File: src/hw/rtl/ftn_amp_pkg.sv
package ftn_amp_pkg;

    localparam int CHAR_W      = 8;
    localparam int WORD_W      = 16;
    localparam int DIGIT_W     = 4;
    localparam int TDATA_IN_W  = 8;
    localparam int TDATA_OUT_W = 72;

    localparam logic [CHAR_W-1:0] CH_ZERO  = 8'h30;
    localparam logic [CHAR_W-1:0] CH_NINE  = 8'h39;
    localparam logic [CHAR_W-1:0] CH_COLON = 8'h3A;
    localparam logic [CHAR_W-1:0] CH_SLASH = 8'h2F;
    localparam logic [CHAR_W-1:0] CH_DOT   = 8'h2E;
    localparam logic [CHAR_W-1:0] CH_STAR  = 8'h2A;

    localparam logic [WORD_W-1:0] WORD_ANY     = 16'hFFFF;
    localparam logic [WORD_W-1:0] NODE_REGION  = 16'hFFFE;
    localparam logic [WORD_W-1:0] REGION_LIMIT = 16'd100;

    typedef logic [WORD_W-1:0] t_word;

    typedef enum logic [3:0] {
        PH_START,
        PH_NET_DIG,
        PH_NET_SKIP,
        PH_NODE_START,
        PH_NODE_DIG,
        PH_NODE_SKIP,
        PH_PT_START,
        PH_PT_DIG,
        PH_PT_DONE
    } t_phase;

    typedef struct packed {
        logic [CHAR_W-1:0] character;
        logic              last_char;
    } t_char_item;

    typedef struct packed {
        t_phase phase;
        t_word  net;
        t_word  node;
        t_word  point;
    } t_seg_state;

    typedef struct packed {
        logic  status;
        t_word zone;
        t_word net;
        t_word node;
        t_word point;
    } t_result;

    // acc * 10 + d, wrapping at 16 bits
    function automatic t_word add_digit(t_word acc, logic [DIGIT_W-1:0] d);
        t_word sum;
        sum = (acc << 3) + (acc << 1) + {{(WORD_W-DIGIT_W){1'b0}}, d};
        return sum;
    endfunction

    function automatic logic is_digit(logic [CHAR_W-1:0] ch);
        return (ch >= CH_ZERO) && (ch <= CH_NINE);
    endfunction

    function automatic logic [DIGIT_W-1:0] digit_of(logic [CHAR_W-1:0] ch);
        logic [CHAR_W-1:0] diff;
        diff = ch - CH_ZERO;
        return diff[DIGIT_W-1:0];
    endfunction

endpackage

File: src/hw/rtl/ftn_amp_in_reg.sv
module ftn_amp_in_reg (
    input  logic                   i_clk,
    input  logic                   i_rst_n,
    input  logic                   i_tvalid,
    input  logic [7:0]             i_tdata,
    input  logic                   i_tlast,
    input  logic                   i_advance,
    output logic                   o_tready,
    output logic                   o_valid,
    output ftn_amp_pkg::t_char_item o_item
);
    import ftn_amp_pkg::*;

    logic       r_valid;
    logic       n_valid;
    t_char_item r_item;
    logic       load;

    assign o_tready = !r_valid || i_advance;
    assign load     = i_tvalid && o_tready;

    always_comb begin
        n_valid = r_valid;
        if (load) begin
            n_valid = 1'b1;
        end else if (i_advance) begin
            n_valid = 1'b0;
        end
    end

    always_ff @(posedge i_clk) begin
        if (!i_rst_n) begin
            r_valid <= 1'b0;
        end else begin
            r_valid <= n_valid;
        end
    end

    always_ff @(posedge i_clk) begin
        if (load) begin
            r_item.character <= i_tdata[CHAR_W-1:0];
            r_item.last_char <= i_tlast;
        end
    end

    assign o_valid = r_valid;
    assign o_item  = r_item;

endmodule

File: src/hw/rtl/ftn_amp_seg.sv
module ftn_amp_seg (
    input  logic                    i_clk,
    input  logic                    i_rst_n,
    input  logic                    i_feed,
    input  logic                    i_clear,
    input  logic [7:0]              i_character,
    output ftn_amp_pkg::t_seg_state o_cur,
    output ftn_amp_pkg::t_seg_state o_next
);
    import ftn_amp_pkg::*;

    t_seg_state        r_seg;
    t_seg_state        n_seg;
    logic              dig;
    logic [DIGIT_W-1:0] d;

    assign dig = is_digit(i_character);
    assign d   = dig ? digit_of(i_character) : '0;

    always_comb begin
        n_seg = r_seg;
        if (i_feed) begin
            case (r_seg.phase)
                PH_START, PH_NET_DIG: begin
                    if (dig) begin
                        n_seg.net   = (r_seg.phase == PH_START) ?
                                      {{(WORD_W-DIGIT_W){1'b0}}, d} : add_digit(r_seg.net, d);
                        n_seg.phase = PH_NET_DIG;
                    end else if (i_character == CH_SLASH) begin
                        n_seg.phase = PH_NODE_START;
                    end else begin
                        n_seg.phase = PH_NET_SKIP;
                    end
                end
                PH_NET_SKIP: begin
                    if (i_character == CH_SLASH) n_seg.phase = PH_NODE_START;
                end
                PH_NODE_START, PH_NODE_DIG: begin
                    if (dig) begin
                        n_seg.node  = (r_seg.phase == PH_NODE_START) ?
                                      {{(WORD_W-DIGIT_W){1'b0}}, d} : add_digit(r_seg.node, d);
                        n_seg.phase = PH_NODE_DIG;
                    end else if (i_character == CH_DOT) begin
                        n_seg.phase = PH_PT_START;
                    end else begin
                        n_seg.phase = PH_NODE_SKIP;
                    end
                end
                PH_NODE_SKIP: begin
                    if (i_character == CH_DOT) n_seg.phase = PH_PT_START;
                end
                PH_PT_START: begin
                    if (dig) begin
                        n_seg.point = {{(WORD_W-DIGIT_W){1'b0}}, d};
                        n_seg.phase = PH_PT_DIG;
                    end else begin
                        n_seg.point = '0;
                        n_seg.phase = PH_PT_DONE;
                    end
                end
                PH_PT_DIG: begin
                    if (dig) n_seg.point = add_digit(r_seg.point, d);
                    else     n_seg.phase = PH_PT_DONE;
                end
                default: begin
                    n_seg = r_seg;
                end
            endcase
        end
    end

    always_ff @(posedge i_clk) begin
        if (!i_rst_n || i_clear) begin
            r_seg.phase <= PH_START;
            r_seg.net   <= '0;
            r_seg.node  <= '0;
            r_seg.point <= WORD_ANY;
        end else begin
            r_seg <= n_seg;
        end
    end

    assign o_cur  = r_seg;
    assign o_next = n_seg;

endmodule

File: src/hw/rtl/ftn_amp_core.sv
module ftn_amp_core (
    input  logic                    i_clk,
    input  logic                    i_rst_n,
    input  logic                    i_cfg_wr_en,
    input  logic [15:0]             i_cfg_wr_data,
    input  logic                    i_step,
    input  ftn_amp_pkg::t_char_item i_item,
    output logic                    o_res_valid,
    output ftn_amp_pkg::t_result    o_result
);
    import ftn_amp_pkg::*;

    t_word r_default_zone;
    logic  r_stopped,  n_stopped;
    logic  r_nonempty, n_nonempty;
    logic  r_colon,    n_colon;
    logic  r_star,     n_star;
    t_word r_lead,     n_lead;

    logic        [CHAR_W-1:0] ch;
    logic        dig;
    logic        prefix_ch;
    logic        feed_any;
    logic        clear;
    t_seg_state  seg_cur  [2];
    t_seg_state  seg_next [2];
    t_seg_state  sel;

    assign ch        = i_item.character;
    assign dig       = is_digit(ch);
    assign prefix_ch = dig || ch == CH_COLON || ch == CH_SLASH || ch == CH_DOT || ch == CH_STAR;
    assign feed_any  = i_step && !r_stopped && prefix_ch && ch != CH_STAR &&
                       !(ch == CH_COLON && !r_colon);
    assign clear     = i_step && i_item.last_char;

    ftn_amp_seg u_seg0 (
        .i_clk       (i_clk),
        .i_rst_n     (i_rst_n),
        .i_feed      (feed_any && !r_colon),
        .i_clear     (clear),
        .i_character (ch),
        .o_cur       (seg_cur[0]),
        .o_next      (seg_next[0])
    );

    ftn_amp_seg u_seg1 (
        .i_clk       (i_clk),
        .i_rst_n     (i_rst_n),
        .i_feed      (feed_any && r_colon),
        .i_clear     (clear),
        .i_character (ch),
        .o_cur       (seg_cur[1]),
        .o_next      (seg_next[1])
    );

    always_comb begin
        n_stopped  = r_stopped;
        n_nonempty = r_nonempty;
        n_colon    = r_colon;
        n_star     = r_star;
        n_lead     = r_lead;
        if (i_step && !r_stopped) begin
            if (!prefix_ch) begin
                n_stopped = 1'b1;
            end else begin
                if (dig && !r_colon && !r_nonempty) begin
                    n_lead = {{(WORD_W-DIGIT_W){1'b0}}, digit_of(ch)};
                end else if (dig && !r_colon && seg_cur[0].phase == PH_NET_DIG) begin
                    n_lead = add_digit(r_lead, digit_of(ch));
                end
                n_nonempty = 1'b1;
                if (ch == CH_STAR) begin
                    n_star    = 1'b1;
                    n_stopped = 1'b1;
                end else if (ch == CH_COLON && !r_colon) begin
                    n_colon = 1'b1;
                end
            end
        end
    end

    // result from the state after this character
    always_comb begin
        sel             = n_colon ? seg_next[1] : seg_next[0];
        o_result.status = 1'b0;
        o_result.zone   = n_colon ? n_lead : r_default_zone;
        o_result.net    = WORD_ANY;
        o_result.node   = WORD_ANY;
        o_result.point  = WORD_ANY;
        if (!n_nonempty) begin
            o_result.status = 1'b1;
            o_result.zone   = r_default_zone;
        end else if (sel.phase == PH_START && n_star) begin
            if (!n_colon) o_result.zone = WORD_ANY;
        end else if (sel.phase == PH_START || sel.phase == PH_NET_DIG ||
                     sel.phase == PH_NET_SKIP) begin
            if (!n_star) begin
                o_result.status = 1'b1;
            end else begin
                o_result.net = sel.net;
                if (sel.net >= REGION_LIMIT) o_result.status = 1'b1;
                else                         o_result.node   = NODE_REGION;
            end
        end else begin
            o_result.net = sel.net;
            if (!(sel.phase == PH_NODE_START && n_star)) begin
                o_result.node = sel.node;
                if (sel.phase == PH_PT_START) begin
                    o_result.point = n_star ? WORD_ANY : '0;
                end else if (sel.phase == PH_PT_DIG || sel.phase == PH_PT_DONE) begin
                    o_result.point = sel.point;
                end
            end
        end
    end

    assign o_res_valid = clear;

    always_ff @(posedge i_clk) begin
        if (!i_rst_n) begin
            r_default_zone <= '0;
        end else if (i_cfg_wr_en) begin
            r_default_zone <= i_cfg_wr_data;
        end
    end

    always_ff @(posedge i_clk) begin
        if (!i_rst_n || clear) begin
            r_stopped  <= 1'b0;
            r_nonempty <= 1'b0;
            r_colon    <= 1'b0;
            r_star     <= 1'b0;
            r_lead     <= '0;
        end else begin
            r_stopped  <= n_stopped;
            r_nonempty <= n_nonempty;
            r_colon    <= n_colon;
            r_star     <= n_star;
            r_lead     <= n_lead;
        end
    end

    a_region_net_small: assert property (@(posedge i_clk) disable iff (!i_rst_n)
        o_res_valid && !o_result.status && o_result.node == NODE_REGION
        |-> o_result.net < REGION_LIMIT)
        else $error("region mask with net of 100 or more");

    a_star_stops: assert property (@(posedge i_clk) disable iff (!i_rst_n)
        r_star |-> r_stopped && r_nonempty)
        else $error("star seen but scan still running");

    a_clear_after_result: assert property (@(posedge i_clk) disable iff (!i_rst_n)
        clear |=> !r_colon && !r_nonempty && !r_stopped)
        else $error("parser not cleared after result");

    a_one_seg_fed: assert property (@(posedge i_clk) disable iff (!i_rst_n)
        r_colon |-> seg_next[0] == seg_cur[0] || clear)
        else $error("first segment parser moved after colon");

endmodule

File: src/hw/rtl/ftn_amp_out_reg.sv
module ftn_amp_out_reg (
    input  logic                 i_clk,
    input  logic                 i_rst_n,
    input  logic                 i_load,
    input  ftn_amp_pkg::t_result i_result,
    input  logic                 i_tready,
    output logic                 o_tvalid,
    output logic [71:0]          o_tdata
);
    import ftn_amp_pkg::*;

    logic    r_valid;
    t_result r_result;

    always_ff @(posedge i_clk) begin
        if (!i_rst_n) begin
            r_valid <= 1'b0;
        end else if (i_load) begin
            r_valid <= 1'b1;
        end else if (i_tready) begin
            r_valid <= 1'b0;
        end
    end

    always_ff @(posedge i_clk) begin
        if (i_load) r_result <= i_result;
    end

    assign o_tvalid = r_valid;
    assign o_tdata  = {{(TDATA_OUT_W-1-4*WORD_W){1'b0}},
                       r_result.point, r_result.node, r_result.net,
                       r_result.zone, r_result.status};

endmodule

File: src/hw/rtl/ftn_address_mask_parser.sv
// A last character passes the input register, and its result the result register, on its way to m_axis.
// Throughput: one character per cycle; the input and result registers part the sides.
// A held result stalls only a following last character, other characters flow on.
// Reset (i_rst_n low, synchronous): parser state cleared, default_zone set to 0,
// both stream registers emptied.
module ftn_address_mask_parser (
    input  logic        i_clk,
    input  logic        i_rst_n,
    input  logic        i_cfg_wr_en,
    input  logic [15:0] i_cfg_wr_data,
    input  logic        s_axis_tvalid,
    output logic        s_axis_tready,
    input  logic [7:0]  s_axis_tdata,   // [7:0] character
    input  logic        s_axis_tlast,   // last_char
    output logic        m_axis_tvalid,
    input  logic        m_axis_tready,
    output logic [71:0] m_axis_tdata    // [0] status, [16:1] zone_out, [32:17] net_out,
                                        // [48:33] node_out, [64:49] point_out, rest zero
);
    import ftn_amp_pkg::*;

    logic       in_valid;
    t_char_item in_item;
    logic       advance;
    logic       res_valid;
    t_result    result;

    // a last character may only move on when the result register is free
    assign advance = in_valid &&
                     (!in_item.last_char || !m_axis_tvalid || m_axis_tready);

    ftn_amp_in_reg u_in_reg (
        .i_clk     (i_clk),
        .i_rst_n   (i_rst_n),
        .i_tvalid  (s_axis_tvalid),
        .i_tdata   (s_axis_tdata),
        .i_tlast   (s_axis_tlast),
        .i_advance (advance),
        .o_tready  (s_axis_tready),
        .o_valid   (in_valid),
        .o_item    (in_item)
    );

    ftn_amp_core u_core (
        .i_clk         (i_clk),
        .i_rst_n       (i_rst_n),
        .i_cfg_wr_en   (i_cfg_wr_en),
        .i_cfg_wr_data (i_cfg_wr_data),
        .i_step        (advance),
        .i_item        (in_item),
        .o_res_valid   (res_valid),
        .o_result      (result)
    );

    ftn_amp_out_reg u_out_reg (
        .i_clk    (i_clk),
        .i_rst_n  (i_rst_n),
        .i_load   (res_valid),
        .i_result (result),
        .i_tready (m_axis_tready),
        .o_tvalid (m_axis_tvalid),
        .o_tdata  (m_axis_tdata)
    );

    a_no_overwrite: assert property (@(posedge i_clk) disable iff (!i_rst_n)
        m_axis_tvalid && !m_axis_tready |-> !res_valid)
        else $error("result overwritten while held");

    a_last_blocked: assert property (@(posedge i_clk) disable iff (!i_rst_n)
        in_valid && in_item.last_char && m_axis_tvalid && !m_axis_tready
        |-> !s_axis_tready)
        else $error("input taken while last character is blocked");

    a_result_shown: assert property (@(posedge i_clk) disable iff (!i_rst_n)
        res_valid |=> m_axis_tvalid)
        else $error("result lost");

endmodule

File: config.mk
export PLATFORM = sky130hd
export DESIGN_NAME = ftn_address_mask_parser
export DESIGN_NICKNAME = d
export VERILOG_FILES = /design/src/hw/rtl/ftn_amp_pkg.sv /design/src/hw/rtl/ftn_amp_in_reg.sv /design/src/hw/rtl/ftn_amp_seg.sv /design/src/hw/rtl/ftn_amp_core.sv /design/src/hw/rtl/ftn_amp_out_reg.sv /design/src/hw/rtl/ftn_address_mask_parser.sv
export SDC_FILE = /design/constraint.sdc
export NUM_CORES = 1
export LEC_CHECK = 0
export BUFFER_PORTS_ARGS = -buffer_cell sky130_fd_sc_hd__buf_4
export CAP_MARGIN = 30
export CORE_MARGIN = 1.5
export CORE_UTILIZATION = 25
export CTS_BUF_LIST = sky130_fd_sc_hd__clkbuf_8
export DETAILED_ROUTE_END_ITERATION = 8
export PLACE_DENSITY = 0.44
export SLEW_MARGIN = 20
export SYNTH_ARGS = -nofsm -noshare
export SYNTH_HDL_FRONTEND = slang
export SYNTH_SLANG_ARGS = --single-unit
File: constraint.sdc
create_clock -name i_clk -period 4.4 [get_ports i_clk]
set_input_delay 0.88 -clock i_clk [delete_from_list [all_inputs] [get_ports i_clk]]
set_output_delay 0.88 -clock i_clk [all_outputs]
set_load 0.1 [all_outputs]
* Word-level counts from Yosys, hierarchy flattened
Index checks and enable logic that the tools add are counted.
** Operators by class
- Add/subtract/negate cells :: 15
- $mul :: 0
- Divide/modulo/power cells :: 0
- $lt $le $gt $ge :: 3
- Equal/unequal tests :: 26
- Shift operators :: 0
- Mux-type cells :: 68
- Bitwise operators :: 1
- Reductions and logical operators :: 47
** Operators by type and width (count)
- two-way mux 16 bit :: 25
- two-way mux 52 bit :: 3
- adder 16 bit :: 7
- adder 16 x 4 -> 16 bit :: 7
- two-way mux 32 bit :: 3
- case mux 16 bit (2 select lines) :: 2
- case mux 4 bit (6 select lines) :: 2
- equality test 4 x 3 -> 1 bit, second input constant :: 10
- two-way mux 4 bit :: 10
- equality test 8 x 6 -> 1 bit, second input constant :: 4
- equality test 4 x 2 -> 1 bit, second input constant :: 6
- two-way mux 1 bit :: 21
- greater-or-equal comparator 16 x 7 -> 1 bit, second input constant :: 1
- logical AND 1 bit :: 16
- equality test 4 x 1 -> 1 bit, second input constant :: 3
- logical NOT 4 bit :: 3
- logical OR 1 bit :: 11
- OR reduction 2 bit :: 5
- greater-or-equal comparator 8 x 6 -> 1 bit, second input constant :: 1
- less-or-equal comparator 8 x 6 -> 1 bit, second input constant :: 1
- logical NOT 1 bit :: 8
- != test 8 x 6 -> 1 bit, second input constant :: 1
- equality test 4 bit, second input constant :: 1
- two-way mux 2 bit :: 2
- other kinds (6) :: 7
** Storage, ports and cells
- Register bits :: 216
- Latch bits :: 0
- Memory bits (writable) :: 0
- ROM bits :: 0
- Input port bits :: 30
- Output and inout port bits :: 74
- Logic and storage cells :: 183
- Memories kept :: 0

* Depth between registers and ports, before layout
Gate-level depths: netlist (run 1).
- Depth in word-level cells :: 18
- Mapped depth :: 17
- Gate-level depth less buffers :: 16

* Modules after synthesis
From an unflattened synthesis (run 1), not the netlist that was laid out.
** Unflattened totals
- Cells, all modules :: 1785
- Area total of the unflattened synthesis :: 15922.8 µm²
** By module, submodules not included
- ftn_amp_seg at u_core.u_seg0 :: instances 1, cells each 599, area an instance 4989.8 µm², sequential area each 1041.0 µm²
- ftn_amp_seg at u_core.u_seg1 :: instances 1, cells each 586, area an instance 4809.6 µm², sequential area each 1041.0 µm²
- ftn_amp_core :: instances 1, cells each 508, area an instance 3734.8 µm², sequential area each 720.7 µm²
- ftn_amp_out_reg :: instances 1, cells each 76, area an instance 2049.5 µm², sequential area each 1971.9 µm²
- ftn_amp_in_reg :: instances 1, cells each 14, area an instance 327.8 µm², sequential area each 290.3 µm²
- ftn_address_mask_parser :: instances 1, cells each 2, area an instance 11.3 µm², sequential area each 0.0 µm²

* Least setup slack after synthesis (run 1)
OpenSTA, ideal clock, no wires.
- Path type :: flip-flop to flip-flop
- From :: register u_in_reg.r_item, in the netlist u_in_reg.o_item[4]
- To :: register u_out_reg.r_result, in the netlist u_out_reg.o_tdata[0] (data pin)
- Library setup time :: 0.274 ns
- Data arrival time :: 3.843 ns
- Data required time :: 4.126 ns
- Setup slack :: 0.283 ns
- Stages on the path, launching flop included :: 17
- Buffers on the path :: 1
- Clock period less this slack :: 4.117 ns
- Cells stage by stage :: edfxtp_1 > clkbuf_1 > nor3b_1 > nand2_1 > clkinv_1 > xnor2_1 > inv_1 > ha_1 > a211oi_1 > o21ai_0 > a41o_1 > o41ai_1 > xnor2_1 > a211oi_1 > o22ai_1 > a2111oi_0 > o21ai_0
** On the way
- Longest elaborated chain between the ends :: 17
- Elaborated cells between the ends (all ways) :: 65
- Those cells by class :: 3 x add/sub; 3 x order compare; 7 x eq/ne; 36 x mux; 16 x reduce/logical
** RTL lines
- start, declared :: RTL line ftn_amp_in_reg.sv:16 : t_char_item r_item;
- branches (longest 17 deep; another with adder 16 x 4 -> 16 bit)
- end signal, assigned :: RTL line ftn_amp_out_reg.sv:26 : if (i_load) r_result <= i_result;
- end, declared :: RTL line ftn_amp_out_reg.sv:13 : t_result r_result;
Parallel ways; which one is timed is not known.
A chain may end at the register's enable or synchronous reset.

* Worst setup path in the final report (run 1)
- From :: register u_in_reg.r_item, in the netlist u_in_reg.o_item[6]
- To :: register u_out_reg.r_result, in the netlist u_out_reg.o_tdata[0] (data pin)
Same word-level chain as after synthesis.

==> key figures, run 1 <==
Global routing
  – Gr ovfl total: 0
  – Vias in the first global route: 14.2k
  – Pin count of the biggest net entering global routing: 68
  – Global-route wire length before repair: 80,800 um
  – Initial antenna violation count: 0
  – GR Util All Layers: 0.160

Hold path
  – Worst Hold Endpoint: u_in_reg.o_item[0]
  – Hold Crit Class: input port to register
  – Hold path cells: 1
  – Hold Startpoint: s_axis_tlast

Detailed routing
  – Via density per instance: 5.06
  – Routed vias: 14.1k
  – WL final: 51,300 um
  – DR iter-0 viols: 815
  – Post-detailed-route count of antenna-violating nets: 0
  – Pre-Repair DR Iteration Count: 5
  – Wire per inst: 18.4 um
  – DRC: 0

Timing
  – Period minus WS final: 4.20 ns
  – RSZ-0062 raised after global routing: true
  – Setup TNS: 0 ns
  – Slew Limit Fails: 0
  – Clock Skew: 0.0418 ns
  – Final Setup Violations: 0
  – Worst Tran Pin Value: 0.972 ns
  – Fin crit share: 0.955
  – FMAX: 238 MHz
  – Fin. Hold Viols: 0
  – Slew headroom: 0.352
  – Final hold slack: 0.436 ns

Floorplan
  – Core footprint: 0.0618 mm2
  – Die Area: 0.0641 mm2
  – Die Span X: 253 um
  – Die H: 253 um
  – Io pins: 104
  – Initial Utilization: 0.253
  – Site Rows: 91

Worst setup path
  – Cell Chain, Critical Path: and4bb_2 -> nand3b_1 -> inv_1 -> ha_1 -> ha_1 -> inv_1 -> fa_1 -> nor2b_2 -> o2111ai_1 -> and3_1 -> o21ai_0 -> xor2_1 -> a211oi_1 -> o22ai_1 -> a2111oi_4 -> buf_4 -> o21ai_0
  – Critical-path maximum fanout: 5
  – WP data required: 4.73 ns
  – Reg2reg setup slack: 0.20 ns
  – Worst EP arrival: 4.53 ns
  – Critical path's top delay family: compound AO/OA/AOI/OAI gates
  – Cell count of the worst reg-to-reg path: 17
  – Critical path launch point type: register
  – Reg2reg end: u_out_reg.o_tdata[0]
  – CP peak stage delay: 0.46 ns
  – Critical R2R Launch: u_in_reg.o_item[6]
  – Slowest CP cell: fa_1
  – Worst Setup End Kind: register
  – Critical path type: register to register
  – Worst path bufs/invs: 3

Final layout
  – Share of layout cells above drive strength 1: 0.156
  – Final Util: 0.303
  – Nets: 2,139
  – Final Cell Area: 0.0187 mm2
  – Commonest non-fill, non-tap cells in the layout: nand2_1 (187), ha_1 (184), buf_4 (163), nor2_1 (159), dfxtp_1 (142)
  – Most common cell after layout, fill and taps aside: nand2_1
  – Area Growth Syn to Fin: 19.8%

Synthesis
  – Syn Std Cell Area: 0.0156 mm2
  – Syn Inst Count: 1,785
  – Post-synth top area share: 0.182
  – Most used DFF post-synth: dfxtp_1
  – Number of flops mapped to enable cells by yosys: 74
  – Post-synthesis cell type count: 86
  – Sequential area share after synthesis: 0.324
  – Seq cells post-synth: 216
  – Top cell type by total area after synthesis: dfxtp_1
  – Syn_area_per_cell: 8.77 um2
  – Yosys warning count: 0
  – Asr flop ratio synth: 0
  – Top post-synthesis cells by area: dfxtp_1 (18%), ha_1 (15%), edfxtp_1 (14%)

Clocking
  – Clk root buf: clkbuf_8
  – TritonCTS Buffers: 45
  – Setup bufs post-CTS: 0
  – # clock sinks: 216
  – Worst skew pair latency: 0.62 ns
  – CTS max path bufs: 3
  – CTS H-tree lvls: 2
  – CTS tree: built
  – Reg clk slew, reported paths: 0.06 ns

Power
  – Peak supply drop: 0.179 mV
  – Pwr/cell area: 253 mW/mm2
  – Pleak: 0.00769 uW
  – Total power: 4750 uW

Job
  – Max_cap viols: 0

Placement
  – Placer Congestion: 0.860
  – Hpwl dp: 38,000 um
  – PortBufs: 96
  – Placed Area: 0.0176 mm2

Outcome
  – Status: complete, no violations
[metrics by stage]
stage	cells	setup slack (ns)
3_5_place_dp	2703	-0.0385
5_1_grt	2787	-0.0278
3_3_place_gp	2701	0.0378
4_1_cts	2787	0.0387
2_1_floorplan	1791	0.283
6_report	2788	0.197
[registers in the layout (all words and copies together), names as in the netlist, 9 cells and up]
register,count
u_core.r_default_zone,16
u_core.r_lead,16
u_core.u_seg0.o_cur,52
u_core.u_seg1.o_cur,52
u_in_reg.o_item,9
u_out_reg.o_tdata,65
[worst max path at each step]
stage	slack [ns]	depth (start not counted)	to	start
finish	0.20	17	u_out_reg.o_tdata[0]	u_in_reg.o_item[6]
global route	-0.03	16	u_out_reg.o_tdata[0]	u_in_reg.o_item[6]
CTS	0.04	16	u_out_reg.o_tdata[0]	u_in_reg.o_item[7]
detailed placement	-0.04	16	u_out_reg.o_tdata[0]	u_in_reg.o_item[6]
global placement	0.04	16	u_out_reg.o_tdata[0]	u_in_reg.o_item[6]
floorplan	0.28	16	u_out_reg.o_tdata[0]	u_in_reg.o_item[4]
[synthesized netlist by cell type (7+ instances only)]
library cell / count
mux2i_1: 29
nand3_1: 45
nand3b_1: 11
nand2_1: 188
or3_1: 21
xor2_1: 29
nand4b_1: 7
mux2_2: 11
nand2b_1: 7
a211oi_1: 21
nand4_1: 14
a21oi_1: 132
nor3b_1: 7
o211ai_1: 17
nor3_1: 62
buf_4: 8
clkbuf_1: 63
a21o_1: 27
a31oi_1: 20
or2_2: 8
nor2_1: 159
ha_1: 184
nor4_1: 10
and2_1: 27
fa_1: 12
buf_2: 11
buf_1: 10
and3_1: 21
o21a_1: 12
o21ai_0: 75
edfxtp_1: 74
o31ai_1: 14
a22o_1: 18
o21bai_1: 13
nor2b_1: 26
dfxtp_1: 142
a221oi_1: 8
xnor2_1: 53
a2bb2oi_1: 13
a22oi_1: 36
inv_1: 32
[area by class of cell]
cell class | instances | area, um2
inverter | 33 | 129
multi-input combinational | 1450 | 10300
timing repair buffer | 167 | 1290
sequential | 216 | 5060
antenna | 1 | 2.50
tap | 837 | 1050
clock buffer | 50 | 688
clock inverter | 34 | 269
fill | 6551 | 43100
[report_power, final]
group	internal, uW	switching, uW	total (uW)
registers	2090	15.7	2110
clock network	1290	1020	2310
logic	85.2	250	335
[metal layers]
| layer | wire, um | share of wire | track usage |
|---|---|---|---|
| met5 | 0 | 0 | 0 |
| met3 | 2360 | 0.046 | 0.0282 |
| met1 | 23500 | 0.46 | 0.206 |
| met4 | 1700 | 0.033 | 0.0595 |
| met2 | 23700 | 0.46 | 0.265 |
[cells by family (layout without fill, tap and decap cells)]
group           Yosys count  in the layout  share of synthesized area
simple gates            640            640                      0.201
xor+xnor                 82             82                     0.0459
fa+ha+maj               196            196                      0.162
buf+inv                 125            284                     0.0328
compound gates          485            485                      0.208
mux                      40             40                     0.0265
other cells               1              8                   0.000240
flops                   216            216                      0.324
[repair_timing]
item	in CTS	in global routing
hold buffers	0	0
setup endpoints to repair	2	9
resized for setup	3	27
gates cloned	0	0
pin swaps	0	2
Note: power is estimated with default switching activity, not from simulation.
==> run 2: changes to the inputs <==
--- a/config.mk
+++ b/config.mk
@@ -7,11 +7,14 @@
 export LEC_CHECK = 0
 export BUFFER_PORTS_ARGS = -buffer_cell sky130_fd_sc_hd__buf_4
 export CAP_MARGIN = 30
+export CELL_PAD_IN_SITES_DETAIL_PLACEMENT = 1
+export CELL_PAD_IN_SITES_GLOBAL_PLACEMENT = 2
 export CORE_MARGIN = 1.5
 export CORE_UTILIZATION = 25
 export CTS_BUF_LIST = sky130_fd_sc_hd__clkbuf_8
 export DETAILED_ROUTE_END_ITERATION = 8
-export PLACE_DENSITY = 0.44
+export PLACE_DENSITY = 0.62
+export REMOVE_ABC_BUFFERS = 1
 export SLEW_MARGIN = 20
 export SYNTH_ARGS = -nofsm -noshare
 export SYNTH_HDL_FRONTEND = slang
==> run 2 against run 1 <==
Wire length rose by 3.8%. Highest routed layer unchanged. Count of clock-buffer cells in the layout up 4. Non-clock buffer count up 2. Register-to-register slack better by 0.04 ns. Sequential power is essentially flat. Hold slack better by 0.0080 ns. Critical path depth unchanged. Critical path type unchanged. Die area unchanged. Total power rose by 0.70%. Critical endpoint unchanged.
==> key figures, run 2 (synthesis results as in run 1) <==
Power
  – Clock share of power: 0.488
  – Combinational share of power: 0.071
  – Total power: 4780 uW
  – Peak supply drop: 0.207 mV
  – Int Pwr: 3530 uW
  – Pleak: 0.00772 uW
  – Sequential share of power: 0.441
  – Sw frac: 0.262
  – Pwr/cell area: 255 mW/mm2
  – Sw power: 1250 uW

Final layout
  – Area Growth Syn to Fin: 20.1%
  – Share of layout cells above drive strength 1: 0.157
  – Most common cell after layout, fill and taps aside: nand2_1
  – Final Cell Area: 0.0188 mm2
  – Nets: 2,140
  – Commonest non-fill, non-tap cells in the layout: nand2_1 (187), ha_1 (184), buf_4 (163), nor2_1 (159), dfxtp_1 (142)
  – Max reg flops: 65

Global routing
  – Pin count of the biggest net entering global routing: 51
  – Gr ovfl total: 0
  – GR Util All Layers: 0.167
  – Initial antenna violation count: 2
  – Global-route wire length before repair: 84,800 um
  – Vias in the first global route: 15.0k

Clocking
  – CTS H-tree lvls: 2
  – CTS tree: built
  – CTS max path bufs: 3
  – Worst skew pair latency: 0.61 ns
  – Reg clk slew, reported paths: 0.06 ns
  – Hold-fix buffers at CTS: 0
  – TritonCTS Buffers: 44
  – Clk root buf: clkbuf_8
  – # clock sinks: 216

Timing
  – Fin crit share: 0.946
  – Period minus WS final: 4.16 ns
  – Final Setup Violations: 0
  – Clock Skew: 0.0268 ns
  – Worst Tran Pin Value: 0.870 ns
  – RSZ-0062 raised after global routing: true
  – FMAX: 240 MHz
  – Slew Limit Fails: 0
  – Slew headroom: 0.412
  – Fin. Hold Viols: 0

Floorplan
  – Site Rows: 91
  – Initial Utilization: 0.253
  – Die Area: 0.0641 mm2
  – Die Span X: 253 um
  – Die H: 253 um
  – Io pins: 104
  – Core footprint: 0.0618 mm2

Worst setup path
  – Worst Setup End Kind: register
  – Slowest CP cell: edfxtp_1
  – Critical path launch point type: register
  – Reg2reg setup slack: 0.24 ns
  – WP data required: 4.74 ns
  – Critical-path maximum fanout: 4
  – CP peak stage delay: 0.46 ns
  – Cell count of the worst reg-to-reg path: 17
  – Critical path type: register to register
  – Worst EP arrival: 4.50 ns
  – Cell Chain, Critical Path: nor3b_1 -> nand2_1 -> clkinv_1 -> buf_4 -> a21o_1 -> ha_1 -> o21ai_0 -> buf_4 -> o21a_1 -> o21ai_0 -> and3_1 -> nor3_1 -> o32ai_1 -> nand4_1 -> a2111oi_2 -> buf_4 -> o21ai_0

Job
  – Max_cap viols: 0

Placement
  – Placed Area: 0.0177 mm2
  – Hpwl dp: 41,000 um
  – Placer Congestion: 0.833
  – PortBufs: 96

Hold path
  – Hold path cells: 1
  – Hold Crit Class: input port to register

Detailed routing
  – Post-detailed-route count of antenna-violating nets: 0
  – Pre-Repair DR Iteration Count: 5
  – Via density per instance: 5.02
  – WL final: 53,300 um
  – Wire per inst: 19.1 um
  – DR iter-0 viols: 606
  – DRC: 0
  – Routed vias: 14.0k

Outcome
  – Status: complete, no violations
## run 2: changes by cell type in the layout (fill, tap and decap cells not counted), sizes merged
cell / change
clkinv: -7
inv: +2
clkinvlp: -1
buf: +1
clkbuf: +5
## run 2: final timing paths
path | from | end
setup / recovery | u_in_reg.o_item[4] | u_out_reg.o_tdata[0]
hold / removal | s_axis_tdata[4] | u_in_reg.o_item[5]
setup reg to reg | u_in_reg.o_item[4] | u_out_reg.o_tdata[0]
hold reg to reg | u_core.u_seg0.o_cur[47] | u_core.u_seg0.o_cur[47]
## run 2: per-layer routing
layer / global-route usage / share of wire / vias to the layer above
met4: 0.0498 / 0.020 / 0
met2: 0.273 / 0.45 / 211
li1: - / - / 6907
met1: 0.229 / 0.49 / 6807
met3: 0.0233 / 0.034 / 63
met5: 0 / 0 / -
## run 2: timing repair
action	4_1_cts	5_1_grt
endpoints found under the setup margin	3	13
setup buffers	0	1
gates resized for setup	4	27
pin swaps	0	7
## run 2: final cells by class
type | instances | area (um2)
multi-input combinational | 1450 | 10300
clock buffer | 54 | 743
antenna | 1 | 2.50
sequential | 216 | 5060
fill | 7218 | 43000
inverter | 33 | 124
timing repair buffer | 169 | 1330
tap | 837 | 1050
clock inverter | 28 | 230
## run 2: worst max-delay path, delay by kind of cell (launching register included)
family / cells / cell delay [ns]
AOI/OAI and AO/OA: 7 / 1.59
adders and majority gates: 1 / 0.34
buffers and inverters: 4 / 0.71
DFF: 1 / 0.46
and+or+nand+nor: 5 / 0.79
## run 2: power by group through the flow
stage	logic, uW	clock network, uW	registers (uW)
6_report	340	2340	2110
5_1_grt	360	2500	2110
4_1_cts	341	2430	2110
3_5_place_dp	341	0	2150
3_3_place_gp	332	0	2150
2_1_floorplan	112	0	2250
## run 2: per-stage QoR
stage | cells | utilization | TNS, ns | hold WS (ns) | setup slack, ns
after floorplan | 1699 | - | -58.45 | 0.441 | -1.33
after detailed placement | 2703 | 0.286 | -0.0318 | 0.467 | -0.0318
after CTS | 2785 | 0.302 | 0 | 0.398 | 0.0104
after global placement | 2701 | 0.285 | 0 | 0.457 | 0.0739
final | 2788 | 0.304 | 0 | 0.444 | 0.239
after global routing | 2788 | 0.304 | -0.0464 | 0.422 | -0.0362
==> run 3: changes to the inputs <==
--- a/config.mk
+++ b/config.mk
@@ -10,11 +10,12 @@
 export CELL_PAD_IN_SITES_DETAIL_PLACEMENT = 1
 export CELL_PAD_IN_SITES_GLOBAL_PLACEMENT = 2
 export CORE_MARGIN = 1.5
-export CORE_UTILIZATION = 25
+export CORE_UTILIZATION = 36
 export CTS_BUF_LIST = sky130_fd_sc_hd__clkbuf_8
 export DETAILED_ROUTE_END_ITERATION = 8
-export PLACE_DENSITY = 0.62
+export PLACE_DENSITY = 0.83
 export REMOVE_ABC_BUFFERS = 1
+export SETUP_SLACK_MARGIN = 0.02
 export SLEW_MARGIN = 20
 export SYNTH_ARGS = -nofsm -noshare
 export SYNTH_HDL_FRONTEND = slang
==> run 3 against run 2 <==
Non-clock buffer count is 12 lower. Hold slack improved by 0.025 ns. Design area down 2.8%. Critical path depth stayed put. Maximum frequency decreased by 0.75%. Sequential power hardly changed. Global-route usage is 5.3 points higher. First-iteration DRC count increased by 26%.
==> key figures, run 3 (synthesis results as in run 1) <==
Placement
  – PortBufs: 96
  – Hpwl dp: 37,100 um
  – Placer Congestion: 0.873

Global routing
  – Gr ovfl total: 0
  – Top Usage Layer GRT: met2
  – GR Util All Layers: 0.220
  – Initial antenna violation count: 1
  – Global-route wire length before repair: 78,700 um
  – Met1 GRT Util: 0.290
  – GR Util met2: 0.365
  – Vias in the first global route: 14.7k
  – Met3 usage: 0.0362
  – Pin count of the biggest net entering global routing: 58

Final layout
  – Share of layout cells above drive strength 1: 0.150
  – Most common cell after layout, fill and taps aside: nand2_1
  – Filler cells: 5,103
  – Nets: 2,125
  – Max reg flops: 65
  – Commonest non-fill, non-tap cells in the layout: nand2_1 (187), ha_1 (184), nor2_1 (159), buf_4 (155), dfxtp_1 (142)
  – Area Growth Syn to Fin: 16.8%

Timing
  – Final Setup Violations: 0
  – Setup TNS: 0 ns
  – Worst Tran Pin Value: 0.983 ns
  – Slew Limit Fails: 0
  – FMAX: 239 MHz
  – Period minus WS final: 4.19 ns
  – Clock Skew: 0.0184 ns
  – Slew headroom: 0.342
  – Fin crit share: 0.953
  – RSZ-0062 raised after global routing: true
  – Fin. Hold Viols: 0
  – Final hold slack: 0.469 ns

Worst setup path
  – Slowest CP cell: edfxtp_1
  – Critical path type: register to register
  – Critical path launch point type: register
  – Critical-path maximum fanout: 5
  – Reg2reg setup slack: 0.21 ns
  – CP peak stage delay: 0.39 ns
  – WP data required: 4.74 ns
  – Worst EP arrival: 4.54 ns
  – Cell Chain, Critical Path: and4bb_2 -> nand2_1 -> clkinvlp_4 -> buf_4 -> a21o_1 -> ha_1 -> o21ai_0 -> o211ai_1 -> a21oi_2 -> o31ai_2 -> xor2_1 -> a221oi_1 -> buf_4 -> o22ai_1 -> a2111oi_2 -> buf_4 -> o21ai_0
  – Worst Setup End Kind: register
  – Most used cell, CP: buf_4

Detailed routing
  – Wire per inst: 19.5 um
  – Via density per instance: 5.62
  – WL final: 49,200 um
  – DRC: 0
  – Pre-Repair DR Iteration Count: 5
  – Routed vias: 14.1k
  – Post-detailed-route count of antenna-violating nets: 0
  – DR iter-0 viols: 763

Power
  – Pwr/cell area: 255 mW/mm2
  – Peak supply drop: 0.171 mV
  – Pleak: 0.00764 uW

Floorplan
  – Initial Utilization: 0.364
  – Site Rows: 76
  – Die Area: 0.0447 mm2
  – Die H: 211 um
  – Core footprint: 0.0430 mm2
  – Io pins: 104
  – Die Span X: 211 um

Clocking
  – Worst skew pair latency: 0.60 ns
  – Clk root buf: clkbuf_8
  – TritonCTS Buffers: 41
  – # clock sinks: 216
  – CTS H-tree lvls: 2
  – Reg clk slew, reported paths: 0.06 ns
  – CTS max path bufs: 3
  – CTS tree: built

Job
  – Max_cap viols: 0

Outcome
  – Status: complete, no violations

Hold path
  – Hold Crit Class: input port to register
[run 3: per-layer routing]
| metal | up-vias | part of all wire |
|---|---|---|
| li1 | 6870 | - |
| met1 | 6916 | 0.47 |
| met2 | 275 | 0.46 |
| met3 | 82 | 0.044 |
| met4 | 0 | 0.027 |
| met5 | - | 0 |
[run 3: timing repair]
item                       CTS  global route
setup buffers                0             0
resized for setup            3            24
pin swaps                    0             2
setup endpoints to repair    3            11
hold buffers                 0             0
[run 3: per-stage QoR]
stage,utilization,instance area [um2],power [uW],std cells,setup WS [ns]
floorplan,-,15300,2370,1699,-1.33
global placement,0.401,17200,2470,2441,0.0915
detailed placement,0.401,17200,2480,2441,-0.0497
CTS,0.422,18200,4720,2517,0.0499
global route,0.425,18300,4820,2517,0.00319
finish,0.425,18300,4660,2518,0.207
[run 3: where the power goes]
part           switching, uW  total (uW)  internal, uW
sequential              16.0        2110          2090
clock                    969        2220          1250
combinational            245         328          83.1
[run 3: final cells by class]
type | instances | area [um2] | share of cell area
Tap cell | 585 | 732 | 0.0401
Timing Repair Buffer | 157 | 1200 | 0.0659
Clock buffer | 49 | 674 | 0.0369
Sequential cell | 216 | 5060 | 0.277
Antenna cell | 1 | 2.50 | 0.000137
Clock inverter | 27 | 225 | 0.0123
Multi-Input combinational cell | 1450 | 10200 | 0.561
Inverter | 33 | 128 | 0.00698
[run 3: worst paths after layout]
kind | from | depth (start not counted) | endpoint
worst max-delay path | u_in_reg.o_item[5] | 17 | u_out_reg.o_tdata[0]
worst min-delay path | s_axis_tdata[6] | 1 | u_in_reg.o_item[7]
worst max register to register | u_in_reg.o_item[5] | 17 | u_out_reg.o_tdata[0]
worst min register to register | u_core.u_seg0.o_cur[47] | 2 | u_core.u_seg0.o_cur[47]
[run 3: critical path: cells and delay by family, from the launching register on]
family,cells,cell delay (ns)
AO/OA/AOI/OAI,9,1.86
XOR/XNOR,1,0.13
adder cells (fa/ha/maj),1,0.37
buffers and inverters,4,0.78
flip-flops,1,0.39
AND/OR/NAND/NOR,2,0.41
